==> src/sm4c_pkg.sv <==
// ----------------------------------------------------------------------------
// sm4c_pkg
// Shared types, constants and round functions of the SM4 CBC cipher.
// ----------------------------------------------------------------------------
`default_nettype none

package sm4c_pkg;

  localparam int ROUNDS  = 32;
  localparam int RK_AW   = 5;
  localparam int CFG_AW  = 3;
  localparam int CFG_DW  = 64;

  typedef logic [127:0] block_t;

  // register indexes of the configuration port
  typedef enum logic [CFG_AW-1:0] {
    REG_KEY_HIGH = 3'd0,
    REG_KEY_LOW  = 3'd1,
    REG_IV_HIGH  = 3'd2,
    REG_IV_LOW   = 3'd3,
    REG_DECRYPT  = 3'd4
  } cfg_reg_t;

  localparam logic [127:0] FK = 128'hA3B1BAC6_56AA3350_677D9197_B27022DC;

  localparam logic [7:0] SBOX [256] = '{
    8'hd6, 8'h90, 8'he9, 8'hfe, 8'hcc, 8'he1, 8'h3d, 8'hb7,
    8'h16, 8'hb6, 8'h14, 8'hc2, 8'h28, 8'hfb, 8'h2c, 8'h05,
    8'h2b, 8'h67, 8'h9a, 8'h76, 8'h2a, 8'hbe, 8'h04, 8'hc3,
    8'haa, 8'h44, 8'h13, 8'h26, 8'h49, 8'h86, 8'h06, 8'h99,
    8'h9c, 8'h42, 8'h50, 8'hf4, 8'h91, 8'hef, 8'h98, 8'h7a,
    8'h33, 8'h54, 8'h0b, 8'h43, 8'hed, 8'hcf, 8'hac, 8'h62,
    8'he4, 8'hb3, 8'h1c, 8'ha9, 8'hc9, 8'h08, 8'he8, 8'h95,
    8'h80, 8'hdf, 8'h94, 8'hfa, 8'h75, 8'h8f, 8'h3f, 8'ha6,
    8'h47, 8'h07, 8'ha7, 8'hfc, 8'hf3, 8'h73, 8'h17, 8'hba,
    8'h83, 8'h59, 8'h3c, 8'h19, 8'he6, 8'h85, 8'h4f, 8'ha8,
    8'h68, 8'h6b, 8'h81, 8'hb2, 8'h71, 8'h64, 8'hda, 8'h8b,
    8'hf8, 8'heb, 8'h0f, 8'h4b, 8'h70, 8'h56, 8'h9d, 8'h35,
    8'h1e, 8'h24, 8'h0e, 8'h5e, 8'h63, 8'h58, 8'hd1, 8'ha2,
    8'h25, 8'h22, 8'h7c, 8'h3b, 8'h01, 8'h21, 8'h78, 8'h87,
    8'hd4, 8'h00, 8'h46, 8'h57, 8'h9f, 8'hd3, 8'h27, 8'h52,
    8'h4c, 8'h36, 8'h02, 8'he7, 8'ha0, 8'hc4, 8'hc8, 8'h9e,
    8'hea, 8'hbf, 8'h8a, 8'hd2, 8'h40, 8'hc7, 8'h38, 8'hb5,
    8'ha3, 8'hf7, 8'hf2, 8'hce, 8'hf9, 8'h61, 8'h15, 8'ha1,
    8'he0, 8'hae, 8'h5d, 8'ha4, 8'h9b, 8'h34, 8'h1a, 8'h55,
    8'had, 8'h93, 8'h32, 8'h30, 8'hf5, 8'h8c, 8'hb1, 8'he3,
    8'h1d, 8'hf6, 8'he2, 8'h2e, 8'h82, 8'h66, 8'hca, 8'h60,
    8'hc0, 8'h29, 8'h23, 8'hab, 8'h0d, 8'h53, 8'h4e, 8'h6f,
    8'hd5, 8'hdb, 8'h37, 8'h45, 8'hde, 8'hfd, 8'h8e, 8'h2f,
    8'h03, 8'hff, 8'h6a, 8'h72, 8'h6d, 8'h6c, 8'h5b, 8'h51,
    8'h8d, 8'h1b, 8'haf, 8'h92, 8'hbb, 8'hdd, 8'hbc, 8'h7f,
    8'h11, 8'hd9, 8'h5c, 8'h41, 8'h1f, 8'h10, 8'h5a, 8'hd8,
    8'h0a, 8'hc1, 8'h31, 8'h88, 8'ha5, 8'hcd, 8'h7b, 8'hbd,
    8'h2d, 8'h74, 8'hd0, 8'h12, 8'hb8, 8'he5, 8'hb4, 8'hb0,
    8'h89, 8'h69, 8'h97, 8'h4a, 8'h0c, 8'h96, 8'h77, 8'h7e,
    8'h65, 8'hb9, 8'hf1, 8'h09, 8'hc5, 8'h6e, 8'hc6, 8'h84,
    8'h18, 8'hf0, 8'h7d, 8'hec, 8'h3a, 8'hdc, 8'h4d, 8'h20,
    8'h79, 8'hee, 8'h5f, 8'h3e, 8'hd7, 8'hcb, 8'h39, 8'h48
  };

  // key schedule constant: byte j of word i is (4i + j) * 7 mod 256
  function automatic logic [31:0] ck_word(input logic [RK_AW-1:0] i);
    logic [31:0] w;
    logic [7:0]  idx;
    w = '0;
    for (int j = 0; j < 4; j++) begin
      idx = {1'b0, i, 2'(j)};
      w   = {w[23:0], 8'(idx * 8'd7)};
    end
    return w;
  endfunction

  function automatic logic [31:0] tau(input logic [31:0] a);
    return {SBOX[a[31:24]], SBOX[a[23:16]], SBOX[a[15:8]], SBOX[a[7:0]]};
  endfunction

  function automatic logic [31:0] rotl(input logic [31:0] b, input int n);
    return (b << n) | (b >> (32 - n));
  endfunction

  // linear layer of the data rounds
  function automatic logic [31:0] l_data(input logic [31:0] b);
    return b ^ rotl(b, 2) ^ rotl(b, 10) ^ rotl(b, 18) ^ rotl(b, 24);
  endfunction

  // linear layer of the key schedule
  function automatic logic [31:0] l_key(input logic [31:0] b);
    return b ^ rotl(b, 13) ^ rotl(b, 23);
  endfunction

endpackage

`default_nettype wire

==> src/sm4c_if.sv <==
// ----------------------------------------------------------------------------
// sm4c_if
// Valid/ready channels for input blocks and result blocks.
// ----------------------------------------------------------------------------
`default_nettype none

interface sm4c_in_if;
  logic        valid;
  logic        ready;
  logic [63:0] data_high;
  logic [63:0] data_low;
  logic        first_block;
  logic        message_end;

  modport source (output valid, data_high, data_low, first_block, message_end,
                  input ready);
  modport sink (input valid, data_high, data_low, first_block, message_end,
                output ready);
endinterface

interface sm4c_out_if;
  logic        valid;
  logic        ready;
  logic [63:0] result_high;
  logic [63:0] result_low;
  logic        end_of_message;

  modport source (output valid, result_high, result_low, end_of_message,
                  input ready);
  modport sink (input valid, result_high, result_low, end_of_message,
                output ready);
endinterface

`default_nettype wire

==> src/sm4c_ram.sv <==
// ----------------------------------------------------------------------------
// sm4c_ram
// Generic single-write, single-read RAM with registered read data.
// ----------------------------------------------------------------------------
`default_nettype none

module sm4c_ram #(
  parameter int WIDTH = 32,
  parameter int DEPTH = 32,
  localparam int AW = $clog2(DEPTH)
) (
  input  wire logic             clk,
  input  wire logic             we,
  input  wire logic [AW-1:0]    waddr,
  input  wire logic [WIDTH-1:0] wdata,
  input  wire logic [AW-1:0]    raddr,
  output logic      [WIDTH-1:0] rdata
);

  logic [WIDTH-1:0] mem [DEPTH];

  always_ff @(posedge clk) begin
    if (we) begin
      mem[waddr] <= wdata;
    end
    rdata <= mem[raddr];
  end

endmodule

`default_nettype wire

==> src/sm4_cbc_cipher.sv <==
// ----------------------------------------------------------------------------
// sm4_cbc_cipher
// SM4-128 in CBC mode: key schedule into a round-key RAM, one round a cycle.
// ----------------------------------------------------------------------------
// flow: an accepted block runs its rounds in S_ROUND; after a key write the
//   next block first runs the key schedule in S_KEY (one round key a cycle)
// blocks: a new block is taken only in S_IDLE, after the last one has left
//   S_ROUND or S_WAIT for the output register; one shared round unit serves both
// reset: synchronous; clears state, key, IV, mode, chain, key-valid, out valid
`default_nettype none

module sm4_cbc_cipher
  import sm4c_pkg::*;
(
  input  wire logic              clk,
  input  wire logic              rst,
  input  wire logic              cfg_wr_en,
  input  wire logic [CFG_AW-1:0] cfg_index,
  input  wire logic [CFG_DW-1:0] cfg_data,
  sm4c_in_if.sink                in,
  sm4c_out_if.source             out
);

  typedef enum logic [1:0] {S_IDLE, S_KEY, S_ROUND, S_WAIT} state_t;

  state_t           state;
  logic [RK_AW-1:0] cnt;
  logic [127:0]     key;
  logic [127:0]     iv;
  logic             decrypt_mode;
  logic             keys_valid;
  block_t           chain;
  block_t           blk;
  logic             eom;
  logic [31:0]      x [4];
  logic             out_valid;
  block_t           out_blk;
  logic             out_eom;
  logic             byp_valid;
  logic [31:0]      byp_data;

  logic             ram_we;
  logic [RK_AW-1:0] ram_waddr;
  logic [31:0]      ram_wdata;
  logic [RK_AW-1:0] ram_raddr;
  logic [31:0]      ram_rdata;
  logic [RK_AW-1:0] rd_round;

  logic [31:0]      rk_in;
  logic [31:0]      t;
  logic [31:0]      nx;
  block_t           start_blk;
  block_t           start_chain;
  block_t           init_blk;
  block_t           fin;
  block_t           res;
  block_t           chain_next;
  logic             out_free;
  logic             out_load;

  sm4c_ram #(.WIDTH(32), .DEPTH(ROUNDS)) u_rk_ram (
    .clk   (clk),
    .we    (ram_we),
    .waddr (ram_waddr),
    .wdata (ram_wdata),
    .raddr (ram_raddr),
    .rdata (ram_rdata)
  );

  // shared round unit: key schedule or data round
  always_comb begin
    if (state == S_KEY) begin
      rk_in = ck_word(cnt);
    end else if (byp_valid) begin
      rk_in = byp_data;
    end else begin
      rk_in = ram_rdata;
    end
    t  = tau(x[1] ^ x[2] ^ x[3] ^ rk_in);
    nx = x[0] ^ ((state == S_KEY) ? l_key(t) : l_data(t));
  end

  assign ram_we    = (state == S_KEY);
  assign ram_waddr = cnt;
  assign ram_wdata = nx;
  // address one round ahead; decryption walks the keys backward
  assign rd_round  = (state == S_ROUND) ? cnt + 1'b1 : '0;
  assign ram_raddr = decrypt_mode ? ~rd_round : rd_round;

  always_comb begin
    if (state == S_IDLE) begin
      start_blk   = {in.data_high, in.data_low};
      start_chain = in.first_block ? iv : chain;
    end else begin
      start_blk   = blk;
      start_chain = chain;
    end
    init_blk   = decrypt_mode ? start_blk : (start_blk ^ start_chain);
    fin        = (state == S_ROUND) ? {nx, x[3], x[2], x[1]} : {x[3], x[2], x[1], x[0]};
    res        = decrypt_mode ? (fin ^ chain) : fin;
    chain_next = decrypt_mode ? blk : res;
  end

  assign out_free           = !out_valid || out.ready;
  // finished block moves into the output register this cycle
  assign out_load           = out_free && ((state == S_WAIT) ||
                              (state == S_ROUND && cnt == RK_AW'(ROUNDS - 1)));
  assign in.ready           = (state == S_IDLE);
  assign out.valid          = out_valid;
  assign out.result_high    = out_blk[127:64];
  assign out.result_low     = out_blk[63:0];
  assign out.end_of_message = out_eom;

  always_ff @(posedge clk) begin
    if (rst) begin
      state        <= S_IDLE;
      cnt          <= '0;
      key          <= '0;
      iv           <= '0;
      decrypt_mode <= 1'b0;
      keys_valid   <= 1'b0;
      chain        <= '0;
      out_valid    <= 1'b0;
      byp_valid    <= 1'b0;
    end else begin
      // read of an entry written at the same edge returns the new word
      byp_valid <= ram_we && (ram_waddr == ram_raddr);
      byp_data  <= ram_wdata;

      if (out_load) begin
        out_valid <= 1'b1;
      end else if (out.ready) begin
        out_valid <= 1'b0;
      end

      unique case (state)
        S_IDLE: begin
          if (in.valid) begin
            blk <= {in.data_high, in.data_low};
            eom <= in.message_end;
            cnt <= '0;
            if (in.first_block) begin
              chain <= iv;
            end
            if (keys_valid) begin
              {x[0], x[1], x[2], x[3]} <= init_blk;
              state <= S_ROUND;
            end else begin
              {x[0], x[1], x[2], x[3]} <= key ^ FK;
              state <= S_KEY;
            end
          end
        end
        S_KEY: begin
          cnt <= cnt + 1'b1;
          if (cnt == RK_AW'(ROUNDS - 1)) begin
            keys_valid <= 1'b1;
            {x[0], x[1], x[2], x[3]} <= init_blk;
            state <= S_ROUND;
          end else begin
            {x[0], x[1], x[2], x[3]} <= {x[1], x[2], x[3], nx};
          end
        end
        S_ROUND: begin
          cnt <= cnt + 1'b1;
          {x[0], x[1], x[2], x[3]} <= {x[1], x[2], x[3], nx};
          if (cnt == RK_AW'(ROUNDS - 1)) begin
            if (out_free) begin
              out_blk   <= res;
              out_eom   <= eom;
              chain     <= chain_next;
              state     <= S_IDLE;
            end else begin
              state <= S_WAIT;
            end
          end
        end
        S_WAIT: begin
          if (out_free) begin
            out_blk   <= res;
            out_eom   <= eom;
            chain     <= chain_next;
            state     <= S_IDLE;
          end
        end
        default: begin
          state <= S_IDLE;
        end
      endcase

      if (cfg_wr_en) begin
        unique case (cfg_index)
          REG_KEY_HIGH: begin
            key[127:64] <= cfg_data;
            keys_valid  <= 1'b0;
          end
          REG_KEY_LOW: begin
            key[63:0]  <= cfg_data;
            keys_valid <= 1'b0;
          end
          REG_IV_HIGH: iv[127:64]   <= cfg_data;
          REG_IV_LOW:  iv[63:0]     <= cfg_data;
          REG_DECRYPT: decrypt_mode <= cfg_data[0];
          default: ;
        endcase
      end
    end
  end

`ifndef SYNTHESIS
  a_round_keys_ready: assert property (@(posedge clk) disable iff (rst)
    (state == S_ROUND) |-> keys_valid)
    else $error("data round running without expanded keys");

  a_keys_done: assert property (@(posedge clk) disable iff (rst)
    $rose(keys_valid) |-> $past(state == S_KEY && cnt == RK_AW'(ROUNDS - 1)))
    else $error("keys marked valid before the schedule finished");

  a_start_round: assert property (@(posedge clk) disable iff (rst)
    (in.valid && in.ready && keys_valid && !cfg_wr_en) |=> (state == S_ROUND && cnt == '0))
    else $error("block with expanded keys did not start at round zero");

  a_result_source: assert property (@(posedge clk) disable iff (rst)
    $rose(out_valid) |-> $past(state == S_ROUND || state == S_WAIT))
    else $error("result appeared without a finished block");
`endif

endmodule

`default_nettype wire
==> src/flat_wrapper.sv <==
// flat-port wrapper written by rule: the top's interface ports become plain ports
module sm4_cbc_cipher_flat import sm4c_pkg::*;
  (clk, rst, cfg_wr_en, cfg_index, cfg_data, in_valid, in_data_high, in_data_low, in_first_block, in_message_end, in_ready, out_valid, out_result_high, out_result_low, out_end_of_message, out_ready);
  sm4c_in_if in_i ();
  sm4c_out_if out_i ();
  input  wire logic clk;
  input  wire logic rst;
  input  wire logic cfg_wr_en;
  input  wire logic [CFG_AW-1:0] cfg_index;
  input  wire logic [CFG_DW-1:0] cfg_data;
  input wire logic [$bits(in_i.valid)-1:0] in_valid;
  input wire logic [$bits(in_i.data_high)-1:0] in_data_high;
  input wire logic [$bits(in_i.data_low)-1:0] in_data_low;
  input wire logic [$bits(in_i.first_block)-1:0] in_first_block;
  input wire logic [$bits(in_i.message_end)-1:0] in_message_end;
  output wire logic [$bits(in_i.ready)-1:0] in_ready;
  output wire logic [$bits(out_i.valid)-1:0] out_valid;
  output wire logic [$bits(out_i.result_high)-1:0] out_result_high;
  output wire logic [$bits(out_i.result_low)-1:0] out_result_low;
  output wire logic [$bits(out_i.end_of_message)-1:0] out_end_of_message;
  input wire logic [$bits(out_i.ready)-1:0] out_ready;
  assign in_i.valid = in_valid;
  assign in_i.data_high = in_data_high;
  assign in_i.data_low = in_data_low;
  assign in_i.first_block = in_first_block;
  assign in_i.message_end = in_message_end;
  assign in_ready = in_i.ready;
  assign out_valid = out_i.valid;
  assign out_result_high = out_i.result_high;
  assign out_result_low = out_i.result_low;
  assign out_end_of_message = out_i.end_of_message;
  assign out_i.ready = out_ready;
  sm4_cbc_cipher u_core (.clk(clk), .rst(rst), .cfg_wr_en(cfg_wr_en), .cfg_index(cfg_index), .cfg_data(cfg_data), .in(in_i), .out(out_i));
endmodule
==> config.mk <==
export PLATFORM = sky130hd
export DESIGN_NAME = sm4_cbc_cipher_flat
export DESIGN_NICKNAME = d
export VERILOG_FILES = /design/src/sm4c_pkg.sv /design/src/sm4c_if.sv /design/src/sm4c_ram.sv /design/src/sm4_cbc_cipher.sv /design/src/flat_wrapper.sv
export SDC_FILE = /design/constraint.sdc
export NUM_CORES = 2
export LEC_CHECK = 0
export BUFFER_PORTS_ARGS = -buffer_cell sky130_fd_sc_hd__buf_2
export CAP_MARGIN = 0
export CORE_MARGIN = 10
export CORE_UTILIZATION = 45
export CTS_BUF_LIST = sky130_fd_sc_hd__clkbuf_8 sky130_fd_sc_hd__clkbuf_16
export CTS_CLUSTER_SIZE = 20
export DETAILED_ROUTE_END_ITERATION = 10
export PLACE_DENSITY = 0.6
export SLEW_MARGIN = 20
export SYNTH_ARGS = -nofsm -noshare
export SYNTH_HDL_FRONTEND = slang
export SYNTH_SLANG_ARGS = --single-unit
==> constraint.sdc <==
create_clock -name clk -period 14.7 [get_ports clk]
set_input_delay 1.47 -clock clk [delete_from_list [all_inputs] [get_ports clk]]
set_output_delay 1.47 -clock clk [all_outputs]
set_load 0.01 [all_outputs]
== Word-level counts from Yosys, hierarchy flattened ==
Memories as Yosys holds them, arrays and structs flattened. A register that Yosys moved wholly into a read port is not among the register bits.
Cells that the tools add are included.

* Register bits after elaboration: 813
* Bits in latches: 0
* RAM bits: 1,024
* ROM bits: 8,192
* Input port bits: 202
* Output and inout bits: 131
* Logic and storage cells: 149
* Memories kept: 5

{| class="wikitable"
|+ Memory list
! memory !! depth !! width !! rd ports !! clocked after memory_dff !! write ports !! RTL line !! RTL
|-
| (name not given) || 256 || 8 || 1 || 0 || 0 || sm4c_pkg.sv:75 || <nowiki>return {SBOX[a[31:24]], SBOX[a[23:16]], SBOX[a[15:8]], SBOX[a[7:0]]};</nowiki>
|-
| (name not given) || 256 || 8 || 1 || 0 || 0 || sm4c_pkg.sv:75 ||
|-
| (name not given) || 256 || 8 || 1 || 0 || 0 || sm4c_pkg.sv:75 ||
|-
| (name not given) || 256 || 8 || 1 || 0 || 0 || sm4c_pkg.sv:75 ||
|-
| u_core.u_rk_ram.mem || 32 || 32 || 1 || 1 || 1 || sm4c_ram.sv:20 || <nowiki>logic [WIDTH-1:0] mem [DEPTH];</nowiki>
|}

* Add/subtract/negate cells: 1
* Multipliers: 4
* Div/mod/pow operators: 0
* $lt $le $gt $ge: 4
* Eq/ne operators: 13
* Shifts and indexed selects: 0
* Multiplexer cells: 51
* Bitwise operators: 25
* Reduce and logical (&&, ||, !) cells: 26

{| class="wikitable"
|+ Operator list
! kind !! number
|-
| two-way mux 128 bit || 15
|-
| case mux 128 bit (3 select lines) || 2
|-
| bitwise XOR 32 bit || 10
|-
| case mux 128 bit (2 select lines) || 1
|-
| bitwise XOR 128 bit || 2
|-
| two-way mux 32 bit || 3
|-
| two-way mux 8 bit || 8
|-
| inverter 64 bit || 1
|-
| greater-or-equal comparator 9 bit (second input constant) || 4
|-
| inverter 8 -> 9 bit || 4
|-
| bitwise OR 32 x 10 -> 32 bit || 1
|-
| bitwise OR 32 x 13 -> 32 bit || 1
|-
| bitwise OR 32 x 18 -> 32 bit || 1
|-
| bitwise OR 32 x 2 -> 32 bit || 1
|-
| bitwise OR 32 x 23 -> 32 bit || 1
|-
| bitwise OR 32 x 24 -> 32 bit || 1
|-
| multiplier 7 x 3 -> 8 bit (second input constant) || 2
|-
| two-way mux 5 bit || 3
|-
| two-way mux 2 bit || 6
|-
| AND reduction 2 bit || 6
|-
| AND reduction 3 bit || 4
|-
| two-way mux 1 bit || 10
|-
| case mux 5 bit (2 select lines) || 1
|-
| case mux 2 bit (4 select lines) || 1
|-
| 24 further kinds || 35
|}

== Longest topological paths before layout ==
* Depth in word-level cells: 21
* Gate-level depth with buffers: 27

== Cells and area by module ==
A second synthesis with hierarchy kept.

* Cell total of the unflattened synthesis: 9,760
* Area total of the unflattened synthesis: 101,965.3 sq um

{| class="wikitable"
|+ By module, submodules not included
! module !! instances !! cells each !! area an instance (sq um)
|-
| sm4_cbc_cipher || 1 || 7,500 || 61,480.2
|-
| sm4c_ram || 1 || 2,260 || 40,485.1
|}

== Worst setup path before layout ==
No wires, ideal clock.

* Kind: input -> register
* From: in rst
* To: reg u_core.x[0] in the netlist's numbering, enable pin
* Data arrival time: 11,335 ps
* Setup slack: 2,567 ps
* Stages: 4
* Path buffers: 3
* Cells stage by stage: clkbuf_1 > clkbuf_1 > clkbuf_1 > nor3b_1

* Longest elaborated chain between the ends: 2

{| class="wikitable"
|+ RTL lines
! element !! RTL line !! RTL
|-
| start, declared || flat_wrapper.sv:7 || <nowiki>input wire logic rst;</nowiki>
|-
| inverter 1 bit (no source line) || -- ||
|-
| AND reduction 3 bit (no source line) || -- ||
|-
| end, declared || sm4_cbc_cipher.sv:35 || <nowiki>logic [31:0] x [4];</nowiki>
|}

No other way between the ends.
A chain may end at the register's enable or synchronous reset.

== Final worst setup path ==
* From: reg u_core.state[1]
* To: reg u_core.chain[124]

* Longest elaborated chain between the ends: 21
* Elaborated cells between the ends (all ways): 47
* Those cells by class: eq/ne (5); mux (16); bitwise (19); reduce/logical (3); memory (4)

{| class="wikitable"
|+ RTL lines
! element !! RTL line !! RTL
|-
| start, declared || sm4_cbc_cipher.sv:26 || <nowiki>state_t state;</nowiki>
|-
| start signal, assigned || sm4_cbc_cipher.sv:116 || <nowiki>state <= S_IDLE;</nowiki>
|-
| start signal, assigned || sm4_cbc_cipher.sv:147 || <nowiki>state <= S_ROUND;</nowiki>
|-
| start signal, assigned || sm4_cbc_cipher.sv:150 || <nowiki>state <= S_KEY;</nowiki>
|-
| == test 2 x 1 -> 1 bit (*) || sm4_cbc_cipher.sv:72, sm4_cbc_cipher.sv:80 ||
|-
| two-way mux 32 bit || sm4_cbc_cipher.sv:72 || <nowiki>if (state == S_KEY) begin</nowiki>
|-
| bitwise XOR 32 bit || sm4_cbc_cipher.sv:79 || <nowiki>t = tau(x[1] ^ x[2] ^ x[3] ^ rk_in);</nowiki>
|-
| inverter 8 -> 9 bit (implied by the code) || sm4c_pkg.sv:75 ||
|-
| memory read (256 x 8 bit) || -- ||
|-
| two-way mux 8 bit (implied by the code) (2 in a row) || sm4c_pkg.sv:75 ||
|-
| bitwise OR 32 x 2 -> 32 bit || sm4c_pkg.sv:79 || <nowiki>return (b << n) | (b >> (32 - n));</nowiki>
|-
| bitwise XOR 32 bit (4 in a row) || sm4c_pkg.sv:84 || <nowiki>return b ^ rotl(b, 2) ^ rotl(b, 10) ^ rotl(b, 18) ^ rotl(b, 24);</nowiki>
|-
| (+2 left out) || -- ||
|-
| net u_core.nx[28] || sm4_cbc_cipher.sv:51 || <nowiki>logic [31:0] nx;</nowiki>
|-
| two-way mux 128 bit (*) || sm4_cbc_cipher.sv:99 || <nowiki>fin = (state == S_ROUND) ? {nx, x[3], x[2], x[1]} : {x[3], x[2], x[1], x[0]};</nowiki>
|-
| bitwise XOR 128 bit || sm4_cbc_cipher.sv:100 || <nowiki>res = decrypt_mode ? (fin ^ chain) : fin;</nowiki>
|-
| two-way mux 128 bit (*) || sm4_cbc_cipher.sv:100 ||
|-
| two-way mux 128 bit (*) || sm4_cbc_cipher.sv:101 || <nowiki>chain_next = decrypt_mode ? blk : res;</nowiki>
|-
| two-way mux 128 bit (*) || sm4_cbc_cipher.sv:168, sm4_cbc_cipher.sv:179 ||
|-
| two-way mux 128 bit || sm4_cbc_cipher.sv:167 || <nowiki>if (cnt == RK_AW'(ROUNDS - 1)) begin</nowiki>
|-
| case mux 128 bit (3 select lines) (*) || sm4_cbc_cipher.sv:136 || <nowiki>unique case (state)</nowiki>
|-
| end signal, assigned || sm4_cbc_cipher.sv:143 || <nowiki>chain <= iv;</nowiki>
|-
| end signal, assigned || sm4_cbc_cipher.sv:171 || <nowiki>chain <= chain_next;</nowiki>
|-
| end signal, assigned || sm4_cbc_cipher.sv:182 || <nowiki>chain <= chain_next;</nowiki>
|-
| end, declared || sm4_cbc_cipher.sv:32 || <nowiki>block_t chain;</nowiki>
|}

Mark *: on every way through the listed nets, which the timed path passes. The rest lies on a longest branch. The select of a mux whose other input is x is not followed.

==> results.py <==
metrics = {
    "outcome": {
        "outcome": "finished, final reports clean",
    },
    "grt": {
        "grt_util_met2_pct": 49.4,
        "use_met3_pct": 9.01,
        "grt_max_degree": 184,
        "antenna_found_initial": 45,
        "grt_overflow": 0,
        "grt_pass1_vias": 77669,
        "grt.met1_usage_pct": 47.1,
        "grt_usage_pct": 33.8,
        "grt_first_pass_wirelength_um": 602000,
        "top_usage_layer": "met2",
    },
    "cts": {
        "cts_root_buf": "clkbuf_16",
        "clockBufferDepth": 3,
        "postCtsHoldBufs": 0,
        "cts_tree": "done",
        "h-tree-depth": 4,
        "cts-resized-gates": 0,
        "clk_pin_slew_ns": 0.06,
        "cts_buffers": 197,
        "clk_latency_ns": 0.90,
        "postCtsSetupBuffers": 0,
        "clock-sinks": 1869,
    },
    "drt": {
        "wl_per_cell_um": 34.8,
        "totalWireLength_um": 431000,
        "via_count": 84333,
        "drtIter0Drc": 14263,
        "vias_per_cell": 6.82,
        "drcViolationCount": 0,
        "dr.pass1.iters": 7,
        "ant_nets": 0,
    },
    "floorplanning": {
        "die_h_um": 494,
        "die_w_um": 494,
        "die_area_um2": 244000,
        "pin_count": 333,
        "row_count": 173,
        "start_util_pct": 45.3,
        "core_um2": 223000,
    },
    "timing": {
        "slew-limit-headroom_pct": 6.58,
        "tns_ns": 0,
        "layout_min_cycle_time_ns": 8.53,
        "rsz0062_at_grt": "false",
        "setup_viol": 0,
        "hold-worst-slack_ns": 0.421,
        "finalCritPeriodShare_pct": 58.1,
        "worstMarginPinSlew_ns": 1.37,
        "slew_violations": 0,
        "finalHoldViolCount": 0,
        "fmax_ghz": 0.117,
        "fin_skew_ns": 0.0588,
    },
    "worst_setup_path": {
        "crit_path_max_fanout": 38,
        "criticalPathCategory": "reg2reg",
        "reg2regPathDepth": 23,
        "required_ns": 15.43,
        "start_kind": "register",
        "arrival_ns": 9.27,
        "end_kind": "register",
    },
    "synth": {
        "yosys.area.top_type": "edfxtp_1",
        "synth_area_leaders": "edfxtp_1 (43%), dfxtp_1 (8.5%), mux4_2 (7.4%)",
        "avgSynthCellArea_um2": 11.0,
        "ys_ff_latch": 1869,
        "synth_nets": 9468,
        "ys_seq_area_share_pct": 51.4,
        "synth-edff-count": 1442,
        "synth_top_cell_area_share_pct": 42.9,
        "ys_types": 132,
        "syn_inst": 9201,
        "async_reset_ff_share_pct": 0,
        "ys_warn_count": 0,
        "synth_ff_type": "edfxtp_1",
        "netlist_area_um2": 101000,
    },
    "layout": {
        "final_cell_area_um2": 113000,
        "final_common_cell": "edfxtp_1",
        "syn2layout_area_growth_pct": 11.5,
        "fin_nets": 9445,
        "post-route-util_pct": 50.5,
        "final_cell_mix": "edfxtp_1 (1,442), nand2_1 (1,230), a21oi_1 (783)",
        "drive_gt1_share_pct": 17.2,
    },
    "run": {
        "cap_violations": 0,
    },
    "placed_design": {
        "dp_hpwl_um": 281000,
        "place_congestion": 0.999,
        "placed_cell_area_um2": 106000,
        "portBuffers": 332,
    },
    "hold_path": {
        "hold_class": "reg2reg",
        "holdPathStages": 0,
    },
}
## worst paths after layout
check,startpoint,endpoint,slack (ns)
max reg2reg,u_core.state[1],u_core.chain[124],6.17
min reg2reg,u_core.eom,u_core.out.end_of_message,0.42
min,u_core.eom,u_core.out.end_of_message,0.42
max,u_core.state[1],u_core.chain[124],6.17
## cells by family after synthesis
group / share of synthesized area, %
multiplexers: 11.3
AO/OA/AOI/OAI: 17.4
buffers and inverters: 3.78
XOR/XNOR: 4.00
AND/OR/NAND/NOR: 11.3
adder cells (fa/ha/maj): 0.861
flip-flops: 51.4
## critical path: stages (launching register included)
cell and delay [ns]:
dfxtp_1 0.45, inv_1 0.18, ha_4 0.31, inv_2 0.35, buf_4 0.64, nand3_1 0.41, nand2_1 0.17, buf_4 0.37
inv_1 0.35, ha_1 0.43, inv_1 0.34, nand3_1 0.48, a21oi_1 0.29, o21bai_1 0.19, a2111oi_0 0.19, a21oi_1 0.28
nand4_1 0.57, xor2_1 0.52, xnor2_1 0.16, o21ai_1 0.09, xnor2_1 0.75, inv_2 0.44, o221ai_1 0.28, a21oi_1 0.10
## through the flow
step | setup slack, ns | instances
4_1_cts | 6.67 | 12324
3_3_place_gp | 6.70 | 11952
3_5_place_dp | 6.69 | 11953
5_1_grt | 6.13 | 12352
2_1_floorplan | 2.57 | 9201
6_report | 6.17 | 12361
## routing by layer
metal,up-vias,wire length [um]
met1,42322,169000
met3,997,53100
li1,34968,-
met5,-,135
met2,6026,185000
met4,20,22800
## state kept, by name, indices dropped and copies added, names as in the netlist, 128 cells and up
signal               cells
u_core.blk             128
u_core.chain           128
u_core.iv              128
u_core.key             128
u_core.out_blk         128
u_core.u_rk_ram.mem   1024
u_core.x               128
## Yosys cell counts (all sizes together) (29+ instances only)
cell type	count
nor3	253
mux2i	200
o2111ai	31
a221oi	48
nand2b	120
clkbuf	478
a211o	29
a211oi	191
buf	322
o22ai	66
xor2	215
dfxtp	427
nand3	104
o31a	49
and3	31
inv	81
a22oi	29
o221ai	56
o21ai	514
mux4	333
o211a	108
nor2b	65
ha	59
o211ai	135
a311oi	60
a21oi	789
edfxtp	1442
o311ai	38
a2111oi	30
xnor2	175
a31oi	170
nand2	1237
nor2	726
mux2	160
o32ai	110
## area by class of cell
cell class,instances,area [um2]
multi-input combinational,6450,46200
clock inverter,141,1270
antenna,36,90.1
fill,19400,110000
sequential,1869,51900
clock buffer,230,5430
timing repair buffer,578,3680
inverter,82,318
tap,2975,3720
Power is left out: the tool's default activity adds up to more than one toggle a clock period on the data nets, which glitch-free logic cannot reach.
